File: src/hdl/wss_pkg.sv
package wss_pkg;

    localparam int IN_W                  = 32;
    localparam int SAMPLE_W              = 16;
    localparam int STORED_W              = 5;
    localparam int QUO_W                 = 16;
    localparam int STEP_W                = $clog2(QUO_W);
    localparam int HISTORY_DEPTH_DEFAULT = 16;

    localparam logic [SAMPLE_W-1:0] MAX_VALID_RESET = 16'd4999;

endpackage

File: src/hdl/wss_ring.sv
module wss_ring import wss_pkg::*;
#(
    parameter int DEPTH  = HISTORY_DEPTH_DEFAULT,
    parameter int ADDR_W = (DEPTH > 1) ? $clog2(DEPTH) : 1
)
(
    input  logic                clk,
    input  logic                wr_en,
    input  logic [ADDR_W-1:0]   wr_addr,
    input  logic [SAMPLE_W-1:0] wr_data,
    input  logic                rd_en,
    input  logic [ADDR_W-1:0]   rd_addr,
    output logic [SAMPLE_W-1:0] rd_data
);

    logic [SAMPLE_W-1:0] mem [DEPTH];
    logic [SAMPLE_W-1:0] rd_data_reg;

    always_ff @(posedge clk)
    begin
        if (wr_en)
        begin
            mem[wr_addr] <= wr_data;
        end
    end

    always_ff @(posedge clk)
    begin
        if (rd_en)
        begin
            rd_data_reg <= mem[rd_addr];
        end
    end

    assign rd_data = rd_data_reg;

endmodule

File: config.mk
export PLATFORM = sky130hd
export DESIGN_NAME = wss_ring
export DESIGN_NICKNAME = d
export VERILOG_FILES = /design/src/hdl/wss_pkg.sv /design/src/hdl/wss_ring.sv
export SDC_FILE = /design/constraint.sdc
export NUM_CORES = 1
export LEC_CHECK = 0
export BUFFER_PORTS_ARGS = -buffer_cell sky130_fd_sc_hd__buf_2
export CAP_MARGIN = 30
export CORE_ASPECT_RATIO = 1.25
export CORE_MARGIN = 8
export CORE_UTILIZATION = 65
export CTS_BUF_LIST = sky130_fd_sc_hd__clkbuf_4 sky130_fd_sc_hd__clkbuf_8
export CTS_CLUSTER_DIAMETER = 100
export DETAILED_ROUTE_END_ITERATION = 8
export PLACE_DENSITY = 0.79
export SETUP_SLACK_MARGIN = 0.05
export SLEW_MARGIN = 30
export SYNTH_ARGS = -nofsm -noshare
export SYNTH_HDL_FRONTEND = slang
export SYNTH_SLANG_ARGS = --single-unit
File: constraint.sdc
create_clock -name clk -period 6.9 [get_ports clk]
set_input_delay 1.38 -clock clk [delete_from_list [all_inputs] [get_ports clk]]
set_output_delay 1.38 -clock clk [all_outputs]
set_load 0.02 [all_outputs]
### Word level (Yosys, flattened, before mapping)

Memories as Yosys holds them, arrays and structs flattened. A register that Yosys moved wholly into a read port is not among the register bits.
Index checks and enable logic that the tools add are counted.

* logic and storage cells: 3
* output and inout bits: 16
* flip-flop bits (word level): 0
* memories kept: 1
* bits of input ports: 27
* memory bits (writable): 256

Memory list
* mem: depth 16, width 16, rd ports 1, clocked after Yosys merged registers in 1, write ports 1, line wss_ring.sv:16 `logic [SAMPLE_W-1:0] mem [DEPTH];`

* mux-type cells: 2

Operators with widths (count)
* 1-bit 2-to-1 mux: 2

### Longest topological paths before layout

* word-level depth: 2
* depth in mapped cells: 5
* mapped depth without buffers: 3

### Worst setup path before layout

Ideal clock, no wire load.

* kind: input-to-reg
* from: input port wr_addr[2]
* to: memory mem[0][0] (enable)
* buffers on the path: 0
* required time: 6491 ps
* library setup time: 409 ps
* data arrival time: 3026 ps
* path slack: 3465 ps
* stages: 2
* path through: or3b_2 nor3_1

RTL lines
* from (decl): line wss_ring.sv:9 `input logic [ADDR_W-1:0] wr_addr,`
* to (decl): line wss_ring.sv:16

No word-level cell before the write port.

==> metrics.yaml <==
yosys:
  netlist_area_sq_um: 10200
  ys_warn_count: 0
  netlist_instances: 432
  netlist-cell-type-count: 18
  ys_seq_area_share_pct: 80.0
  synth_fp_nets: 459
  ys_ff_latch: 272
  avgSynthCellArea_sq_um: 23.6
place:
  hpwl_microns: 10900
  portBuffers: 42
  dpl_worst_slack_ns: 3.09
  gp_congestion: 0.708
pwr:
  p_leak_nw: 3.77
  power_mw: 3.33
  power_density_nw_per_um2: 288
  ir_worst_vdd_mv: 0.178
clock_tree:
  worstSkewPairLatency_ns: 0.52
  cts_buffers: 40
  post_cts_buffers: 0
  cts_max_level: 2
  clkTransAtPathRegs_ns: 0.06
  cts-hold-fix-buffers: 0
  cts_sinks: 272
  cts_buffer_depth: 3
  cts_tree: "done"
  root_buffer: "clkbuf_8"
  cts_resized: 0
setup_path:
  reg2reg_slack_ns: 5.42
  path_class: "input port to flip-flop"
  reg2reg_to: "rd_data[8]"
  critPathRequiredTime_ns: 7.16
  critPathSlowestCell: "mux4_1"
  startpoint_type: "input port"
  path_cells: "buf_4 -> buf_4 -> mux4_1 -> a22oi_1 -> nand2_1"
  r2r-start: "mem[11][8]"
  crit_path_max_fanout: 42
  worstSetupEndpointType: "flip-flop"
  ff2ff_path_depth: 3
  crit_top_cell: "buf_4"
  worstPathArrival_ns: 3.52
  max_stage_delay_ns: 0.63
run_status:
  status: "finished, final reports clean"
floorplanning:
  ios: 43
  start_util_pct: 65.8
  rows: 51
  die_y_microns: 156
  die_x_microns: 128
  core_area_sq_um: 15500
  die_area_sq_um: 20000
cells_and_area:
  area_delta_synth_final_pct: 13.3
  drive_gt1_share_pct: 35.4
  nets: 539
  antenna_cells: 0
  post-route-util_pct: 74.6
  largest_reg_flops: 256
global_routing:
  overflow: 0
  grt_pass1_wl_microns: 29200
  grt_pass1_vias: 5027
  antenna_found_initial: 0
  grt_usage_pct: 20.3
  grt_start_max_net_pins: 65
detailed_routing:
  routed_wl_microns: 19800
  dr.pass1.iters: 5
  routedWlPerCell_microns: 26.3
  drtIter0Drc: 460
  num_vias: 4827
  drtAntennaViolNets: 0
  route.detailed.drc: 0
  vias_per_cell: 6.43
sta:
  tns_ns: 0
  slew_viol_final: 0
  period_minus_slack_ns: 3.27
  hold_violations: 0
  tightest_slew_ns: 0.973
  fin_ws_ns: 3.63
  rsz0062_at_grt: "no"
  hold_ws_ns: 0.742
  max_slew_margin_pct: 35.2
  setup_viol: 0
  clock_skew_ns: 0.0237
  max_freq_ghz: 0.306
  fin_crit_sh_pct: 47.3
worst_hold_path:
  min_path_cells: 3
  hold_path_end: "rd_data[15]"
  hold_class: "flip-flop to flip-flop"
  hp-start: "mem[14][15]"
flow_run:
  maxCapViolCount: 0
-- routing by layer --
metal / part of all wire (%) / GRT usage [%] / up-vias / wire [microns]
li1: - / - / 2020 / -
met1: 39 / 27.5 / 2479 / 7730
met3: 10 / 4.75 / 52 / 1970
met5: 0 / 0 / - / 0
met4: 3.1 / 8.85 / 0 / 612
met2: 48 / 31.0 / 276 / 9450
-- kinds of logic (layout without fill, tap and decap cells) --
| group | count (synthesis) | in the layout | synth area share, % |
|---|---|---|---|
| flops | 272 | 272 | 80.0 |
| compound gates | 32 | 32 | 2.35 |
| mux | 64 | 64 | 14.5 |
| buf+inv | 21 | 128 | 1.21 |
| simple gates | 43 | 43 | 1.89 |
-- layout make-up --
class | instances | area, sq um
clock buffers | 53 | 654
clock inverters | 16 | 150
fillers | 807 | 3950
multi-input cells | 139 | 1980
flip-flops and latches | 272 | 8170
well taps | 212 | 265
repair buffers | 59 | 340
-- layout by cell type, fill, tap and decap left out --
master,count
nand3b_1,2
clkinvlp_4,2
nor2b_1,2
and2_1,1
nand3_1,1
mux4_1,10
nor2_4,4
or3b_2,1
buf_4,18
nor2_2,8
buf_2,41
nand2b_1,2
clkbuf_8,41
bufinv_16,3
nor2_1,1
nand2_1,17
mux4_2,54
clkbuf_4,12
clkinv_1,8
a22oi_1,32
edfxtp_1,272
nor3_2,4
clkinv_2,3
-- power by group --
part / switching (mW) / internal (mW) / total, mW / leakage, nW
clock: 0.560 / 0.729 / 1.29 / 0.417
combinational: 0.100 / 0.0649 / 0.165 / 0.880
sequential: 0.00946 / 1.86 / 1.87 / 2.47
-- cell usage after synthesis --
master	n	area [sq um]
and2_1	1	6.26
nor3_1	4	20.0
nand3b_1	2	15.0
nand2_1	17	63.8
nor2_1	13	48.8
clkbuf_1	8	30.0
buf_6	4	45.0
buf_1	3	11.3
nor2b_1	2	12.5
nand2b_1	2	12.5
mux4_2	54	1220
edfxtp_1	272	8170
buf_4	3	22.5
buf_2	3	15.0
a22oi_1	32	240
mux4_1	10	263
nand3_1	1	5.00
or3b_2	1	8.76
-- critical path: cells and delay by family --
family	cells	cell delay, ns
AOI/OAI and AO/OA	1	0.24
and+or+nand+nor	1	0.09
muxes	1	0.63
buffers and inverters	2	1.12
-- stage by stage --
| step | area, sq um | instances |
|---|---|---|
| 6_report | 11600 | 751 |
| 5_1_grt | 11600 | 751 |
| 4_1_cts | 11600 | 751 |
| 3_5_place_dp | 10800 | 682 |
| 3_3_place_gp | 10700 | 682 |
| 2_1_floorplan | 10200 | 432 |
-- worst max path at each step --
stage / startpoint / end / slack, ns / cells past startpoint
4_1_cts: rd_addr[0] / rd_data[9] / 3.58 / 5
6_report: rd_addr[0] / rd_data[9] / 3.63 / 5
5_1_grt: rd_addr[0] / rd_data[9] / 3.49 / 5
3_5_place_dp: rd_addr[0] / rd_data[9] / 3.09 / 5
2_1_floorplan: wr_addr[2] / mem[0][0] / 3.46 / 2
3_3_place_gp: rd_addr[0] / rd_data[11] / 3.14 / 5
No activity file was read; power rests on OpenSTA's default activity.
