[config.mk]
export PLATFORM = sky130hd
export DESIGN_NAME = wss_div
export DESIGN_NICKNAME = d
export VERILOG_FILES = /design/src/hdl/wss_pkg.sv /design/src/hdl/wss_div.sv
export SDC_FILE = /design/constraint.sdc
export NUM_CORES = 1
export LEC_CHECK = 0
export BUFFER_PORTS_ARGS = -buffer_cell sky130_fd_sc_hd__buf_2
export CORE_AREA = 3 3 91 93
export CTS_BUF_LIST = sky130_fd_sc_hd__clkbuf_4 sky130_fd_sc_hd__clkbuf_8 sky130_fd_sc_hd__clkbuf_16
export DETAILED_ROUTE_END_ITERATION = 10
export DIE_AREA = 0 0 94 96
export GPL_ROUTABILITY_DRIVEN = 0
export PLACE_DENSITY = 0.71
export SLEW_MARGIN = 5
export SYNTH_ARGS = -nofsm -noshare
export SYNTH_HDL_FRONTEND = slang
export SYNTH_SLANG_ARGS = --single-unit
[constraint.sdc]
create_clock -name clk -period 3.6 [get_ports clk]
set_clock_uncertainty 0.05 [all_clocks]
set_input_delay 0.72 -clock clk [delete_from_list [all_inputs] [get_ports clk]]
set_output_delay 0.72 -clock clk [all_outputs]
set_load 0.1 [all_outputs]
[src/hdl/wss_pkg.sv]
package wss_pkg;

    localparam int IN_W                  = 32;
    localparam int SAMPLE_W              = 16;
    localparam int STORED_W              = 5;
    localparam int QUO_W                 = 16;
    localparam int STEP_W                = $clog2(QUO_W);
    localparam int HISTORY_DEPTH_DEFAULT = 16;

    localparam logic [SAMPLE_W-1:0] MAX_VALID_RESET = 16'd4999;

endpackage

[src/hdl/wss_div.sv]
module wss_div import wss_pkg::*;
#(
    parameter int CNT_W = 5,
    parameter int SUM_W = SAMPLE_W + CNT_W
)
(
    input  logic             clk,
    input  logic             rst_n,
    input  logic             start,
    input  logic [SUM_W-1:0] dividend,
    input  logic [CNT_W-1:0] divisor,
    output logic             done,
    output logic [QUO_W-1:0] quotient
);

    localparam int DIV_W = CNT_W + QUO_W;

    logic              busy_reg,  busy_next;
    logic              done_reg,  done_next;
    logic [STEP_W-1:0] step_reg,  step_next;
    logic [DIV_W-1:0]  rem_reg,   rem_next;
    logic [DIV_W-1:0]  dsh_reg,   dsh_next;
    logic [QUO_W-1:0]  q_reg,     q_next;
    logic              ge;

    assign ge = (rem_reg >= dsh_reg);

    always_comb
    begin
        busy_next = busy_reg;
        done_next = 1'b0;
        step_next = step_reg;
        rem_next  = rem_reg;
        dsh_next  = dsh_reg;
        q_next    = q_reg;
        if (start)
        begin
            busy_next = 1'b1;
            step_next = STEP_W'(QUO_W - 1);
            rem_next  = DIV_W'(dividend);
            dsh_next  = DIV_W'(divisor) << (QUO_W - 1);
            q_next    = '0;
        end
        else if (busy_reg)
        begin
            // one restoring step per cycle
            rem_next  = ge ? (rem_reg - dsh_reg) : rem_reg;
            q_next    = {q_reg[QUO_W-2:0], ge};
            dsh_next  = dsh_reg >> 1;
            step_next = step_reg - 1'b1;
            if (step_reg == '0)
            begin
                busy_next = 1'b0;
                done_next = 1'b1;
            end
        end
    end

    always_ff @(posedge clk or negedge rst_n)
    begin
        if (!rst_n)
        begin
            busy_reg <= 1'b0;
            done_reg <= 1'b0;
            step_reg <= '0;
        end
        else
        begin
            busy_reg <= busy_next;
            done_reg <= done_next;
            step_reg <= step_next;
        end
    end

    always_ff @(posedge clk)
    begin
        rem_reg <= rem_next;
        dsh_reg <= dsh_next;
        q_reg   <= q_next;
    end

    assign done     = done_reg;
    assign quotient = q_reg;

endmodule

=== After elaboration in Yosys (flattened, before gate mapping) ===
Index checks and enable logic that the tools add are counted.

* $add $sub $neg: 2
* Magnitude comparators: 1
* Mux-type cells: 13
* Reductions and logical operators: 4

{| class="wikitable"
|+ Operator list
! cell !! number
|-
| 2-to-1 mux 21 bit || 3
|-
| 2-to-1 mux 20 bit || 2
|-
| greater-or-equal comparator 21 x 20 -> 1 bit || 1
|-
| subtractor 21 x 20 -> 21 bit || 1
|-
| 2-to-1 mux 4 bit || 2
|-
| 2-to-1 mux 1 bit || 6
|-
| logical NOT 4 bit || 1
|-
| nonzero test 2 bit || 2
|-
| subtractor 4 x 1 -> 4 bit, second input constant || 1
|-
| AND reduction 2 bit || 1
|}

* Flip-flop bits (word level): 63
* Bits of input ports: 29
* Output and inout bits: 17
* Logic and storage cells: 27

=== Logic depth before layout (Yosys ltp) ===
* Depth in word-level cells: 4
* Mapped depth: 9
* Depth with buffers taken out: 9

=== Worst setup path after synthesis ===
Ideal clock, no wire load.

* Kind: register to register
* Start: reg rem_reg[8]
* End: reg rem_reg[0], enable pin
* Setup time: 431 ps
* Arrival: 3313 ps
* Required time: 3119 ps
* Setup slack: -195 ps
* Stages on the path, launching flop included: 9
* Buffers on the path: 1
* Period minus slack after synthesis: 3795 ps
* Cell sequence: edfxtp_1 > ha_1 > buf_2 > nand4_1 > nor2_1 > o211ai_1 > a21o_1 > a211o_1 > a21boi_0

* Word-level cells in the longest chain between the ends: 3

{| class="wikitable"
|+ Ends and longest elaborated chain
! what !! RTL line !! RTL
|-
| start, declared || wss_div.sv:21 || <nowiki>logic [DIV_W-1:0] rem_reg, rem_next;</nowiki>
|-
| start signal, assigned || wss_div.sv:77 || <nowiki>rem_reg <= rem_next;</nowiki>
|-
| greater-or-equal comparator 21 x 20 -> 1 bit || wss_div.sv:26 || <nowiki>assign ge = (rem_reg >= dsh_reg);</nowiki>
|-
| nonzero test 2 bit (no line) || -- ||
|-
| AND reduction 2 bit (no line) || -- ||
|}

No other way between the ends.
A chain may end at the register's enable or synchronous reset.

=== Final worst setup path ===
* Start: reg dsh_reg[8]
* End: reg rem_reg[2], enable pin

* Word-level cells in the longest chain between the ends: 3

{| class="wikitable"
|+ Ends and longest elaborated chain
! what !! RTL line !! RTL
|-
| start, declared || wss_div.sv:22 || <nowiki>logic [DIV_W-1:0] dsh_reg, dsh_next;</nowiki>
|-
| start signal, assigned || wss_div.sv:78 || <nowiki>dsh_reg <= dsh_next;</nowiki>
|-
| greater-or-equal comparator 21 x 20 -> 1 bit || wss_div.sv:26 ||
|-
| nonzero test 2 bit (no line) || -- ||
|-
| AND reduction 2 bit (no line) || -- ||
|}

No other way between the ends.

==> metrics.md <==
| Metric | Value |
|---|---|
| Vias in the first global route | `2833` |
| Total congestion overflow | `0` |
| First drt pass iteration count | `5` |
| Antenna violations before repair | `0` |
| Syn Area/Cell | `9.001 um2` |
| Pwr Density | `731.3 nW/um2` |
| Slew headroom | `0.5444` |
| I/O Buffers | `45` |
| Worst Tran Pin Value | `approximately 0.68 ns` |
| Yosys warns | `0` |
| Yosys top cell area share | `0.2100` |
| Synth area leader | `edfxtp_1` |
| Internal | `1.850 mW` |
| Root Buffer | `clkbuf_8` |
| Largest register FFs | `21` |
| Worst path arrival time | `2.70 ns` |
| DRT antenna net count | `0` |
| Area contributors post-synth | `edfxtp_1 (21%), dfxtp_1 (17%), mux2i_1 (8.1%)` |
| Syn nets | `between 400 and 500` |
| Clock Sinks | `63` |
| Most common cell after layout, fill and taps aside | `nor2_1` |
| Largest net degree at the start of global routing | `38` |
| Syn Inst Count | `413` |
| EDFF count, synth | `26` |
| Crit-path cells | `inv_1 -> ha_1 -> nand4_1 -> nor2_1 -> o211ai_1 -> a21o_1 -> a211o_1 -> a21boi_2 -> buf_4` |
| Sequential share of the synthesized area | `0.4174` |
| TNS Setup | `0 ns` |
| Crit path time final | `2.711 ns` |
| Ys flop type | `dfxtp_1` |
| Die span in x | `94 um` |
| Worst path depth | `9` |
| Max-slew violations | `0` |
| Logic pwr share | `0.469` |
| Post-Syn Area | `3717 um2` |
| NetSw | `1.256 mW` |
| Area of the core | `7607 um2` |
| Nets | `509` |
| Leak | `1.989 nW` |
| Overall power | `3.106 mW` |
| Bufs and invs on worst path | `2` |
| CTS H-Tree Depth | `3` |
| DR WL/cell | `14.47 um` |
| Worst hold path type | `primary input to asynchronous set/reset pin` |
| Slowest cell on the critical path | `ha_1` |
| Pre-CTS setup slack | `0.9227 ns` |
| Clock slew at reported path FFs | `approximately 0.070 ns` |
| Clock power share | `0.209` |
| Crit. End Element | `flip-flop` |
| Hold_buf cts | `0` |
| Status | `finished clean` |
| DRC | `0` |
| Worst skew pair latency | `about 0.35 ns` |
| P&R area growth vs syn | `14.24%` |
| CTS buffer count | `9` |
| Final setup margin | `0.8892 ns` |
| First-pass GRT wire length | `13050 um` |
| Reg2Reg Depth | `9` |
| Maximum vdd drop | `0.0003378 V` |
| Post-CTS Setup Bufs | `0` |
| Hpwl dp | `5904 um` |
| I/O Pins | `46` |
| Unique masters post-synth | `51` |
| Max cap viols | `0` |
| Via Count | `3108` |
| # setup viols final | `0` |
| Post-cts sizing count | `0` |
| CP Launch Type | `flip-flop` |
| CTS tree | `built` |
| Fmax | `368.9 MHz` |
| Critical-path maximum fanout | `11` |
| Antenna cells | `0` |
| Starting density of the core | `0.4887` |
| Die Ht | `approximately 96 um` |
| RSZ-0062 raised after global routing | `no` |
| Routed WL | `8174 um` |
| Final hold violations | `0` |
| Max clock buf depth | `2` |
| Std cell rows | `32` |
| Most frequent cells in the layout | `nor2_1 (59), buf_2 (45), nand2_1 (44)` |
| Switching share of power | `0.4044` |
| Critical Path Max Stage Delay | `0.41 ns` |
| Via density | `about 5.5` |
| Die Area | `9024 um2` |
| Sequential power share | `0.322` |
| Req. time, crit path | `3.59 ns` |
| Crit path kind | `flip-flop to flip-flop` |
| Async set-reset flop share out of synthesis | `0.09524` |
| Share of layout cells above drive strength 1 | `0.1577` |
| Iteration-0 DRC Markers | `158` |
| GRT Total Usage | `0.1859` |
| #FFs+latches synth | `63` |
| Ratio of final minimum period to clock period | `0.7530` |
| CP top delay family | `compound AO/OA/AOI/OAI gates` |
==> final timing paths <==
check	endpoint	start	slack (ns)
worst max-delay path	rem_reg[2]	dsh_reg[8]	0.89
worst min-delay path	done	rst_n	0.13
worst max register to register	rem_reg[2]	dsh_reg[8]	0.89
worst min register to register	quotient[15]	quotient[15]	0.45
max in group asynchronous	busy_reg	rst_n	3.21
min in group clk	quotient[15]	quotient[15]	0.45
==> worst reg2reg max path, stage by stage (launching register included) <==
cell and delay [ns]:
dfxtp_1 0.36, inv_1 0.05, ha_1 0.41, nand4_1 0.19
nor2_1 0.17, o211ai_1 0.21, a21o_1 0.26, a211o_1 0.32
a21boi_2 0.15, buf_4 0.23
==> metrics by stage <==
stage | instances | util | hold WS, ns | cell area, um2
4_1_cts | 565 | 0.5582 | 0.1243 | 4247
3_3_place_gp | 549 | 0.5293 | 0.4225 | 4026
5_1_grt | 565 | 0.5582 | 0.1214 | 4247
6_report | 565 | 0.5582 | 0.1327 | 4247
2_1_floorplan | 413 | - | 0.3744 | 3717
3_5_place_dp | 549 | 0.5293 | 0.4325 | 4026
==> synthesized netlist by cell type, types with 5 or more instances <==
master    number
nor2_1        59
nand2_1       44
a311oi_1       6
a21oi_1       17
o21ai_0       19
ha_1          21
o31ai_1       17
dfrtp_1        6
dfxtp_1       31
mux2i_1       30
o21a_1         9
inv_1         29
nand3_1        7
clkbuf_1       8
edfxtp_1      26
nor3_1        12
a21o_1         5
buf_1          7
==> cells by family (layout without fill, tap and decap cells) <==
logic type      count (synthesis)  in the layout  share of synthesized area
xor+xnor                        5              5                    0.01178
fa+ha+maj                      22             22                    0.07607
compound gates                 96             96                     0.1757
flops                          63             63                     0.4174
buf+inv                        47             97                    0.05553
simple gates                  150            150                     0.1828
mux                            30             30                    0.08078
==> per-layer routing <==
layer  GRT usage  routed length [um]
met1      0.2351                3759
met2      0.3170                3891
met3     0.03440                 415
met4     0.06859                 107
met5           0                   0
==> power groups by stage <==
stage / combinational, mW / sequential (mW) / clock (mW)
2_1_floorplan: 1.09 / 1.08 / 0
3_5_place_dp: 1.42 / 1.02 / 0
3_3_place_gp: 1.41 / 1.01 / 0
4_1_cts: 1.44 / 1.00 / 0.664
5_1_grt: 1.62 / 1.02 / 0.691
6_report: 1.46 / 1.00 / 0.648
==> area by class of cell <==
type | instances | area (um2)
sequential | 63 | 1553
clock inverter | 4 | 32.53
multi-input combinational | 303 | 1963
clock buffer | 12 | 187.7
tap | 102 | 127.6
inverter | 30 | 112.6
timing repair buffer | 51 | 270.3
fill | 736 | 3361
Note: power is estimated with default switching activity, not from simulation.
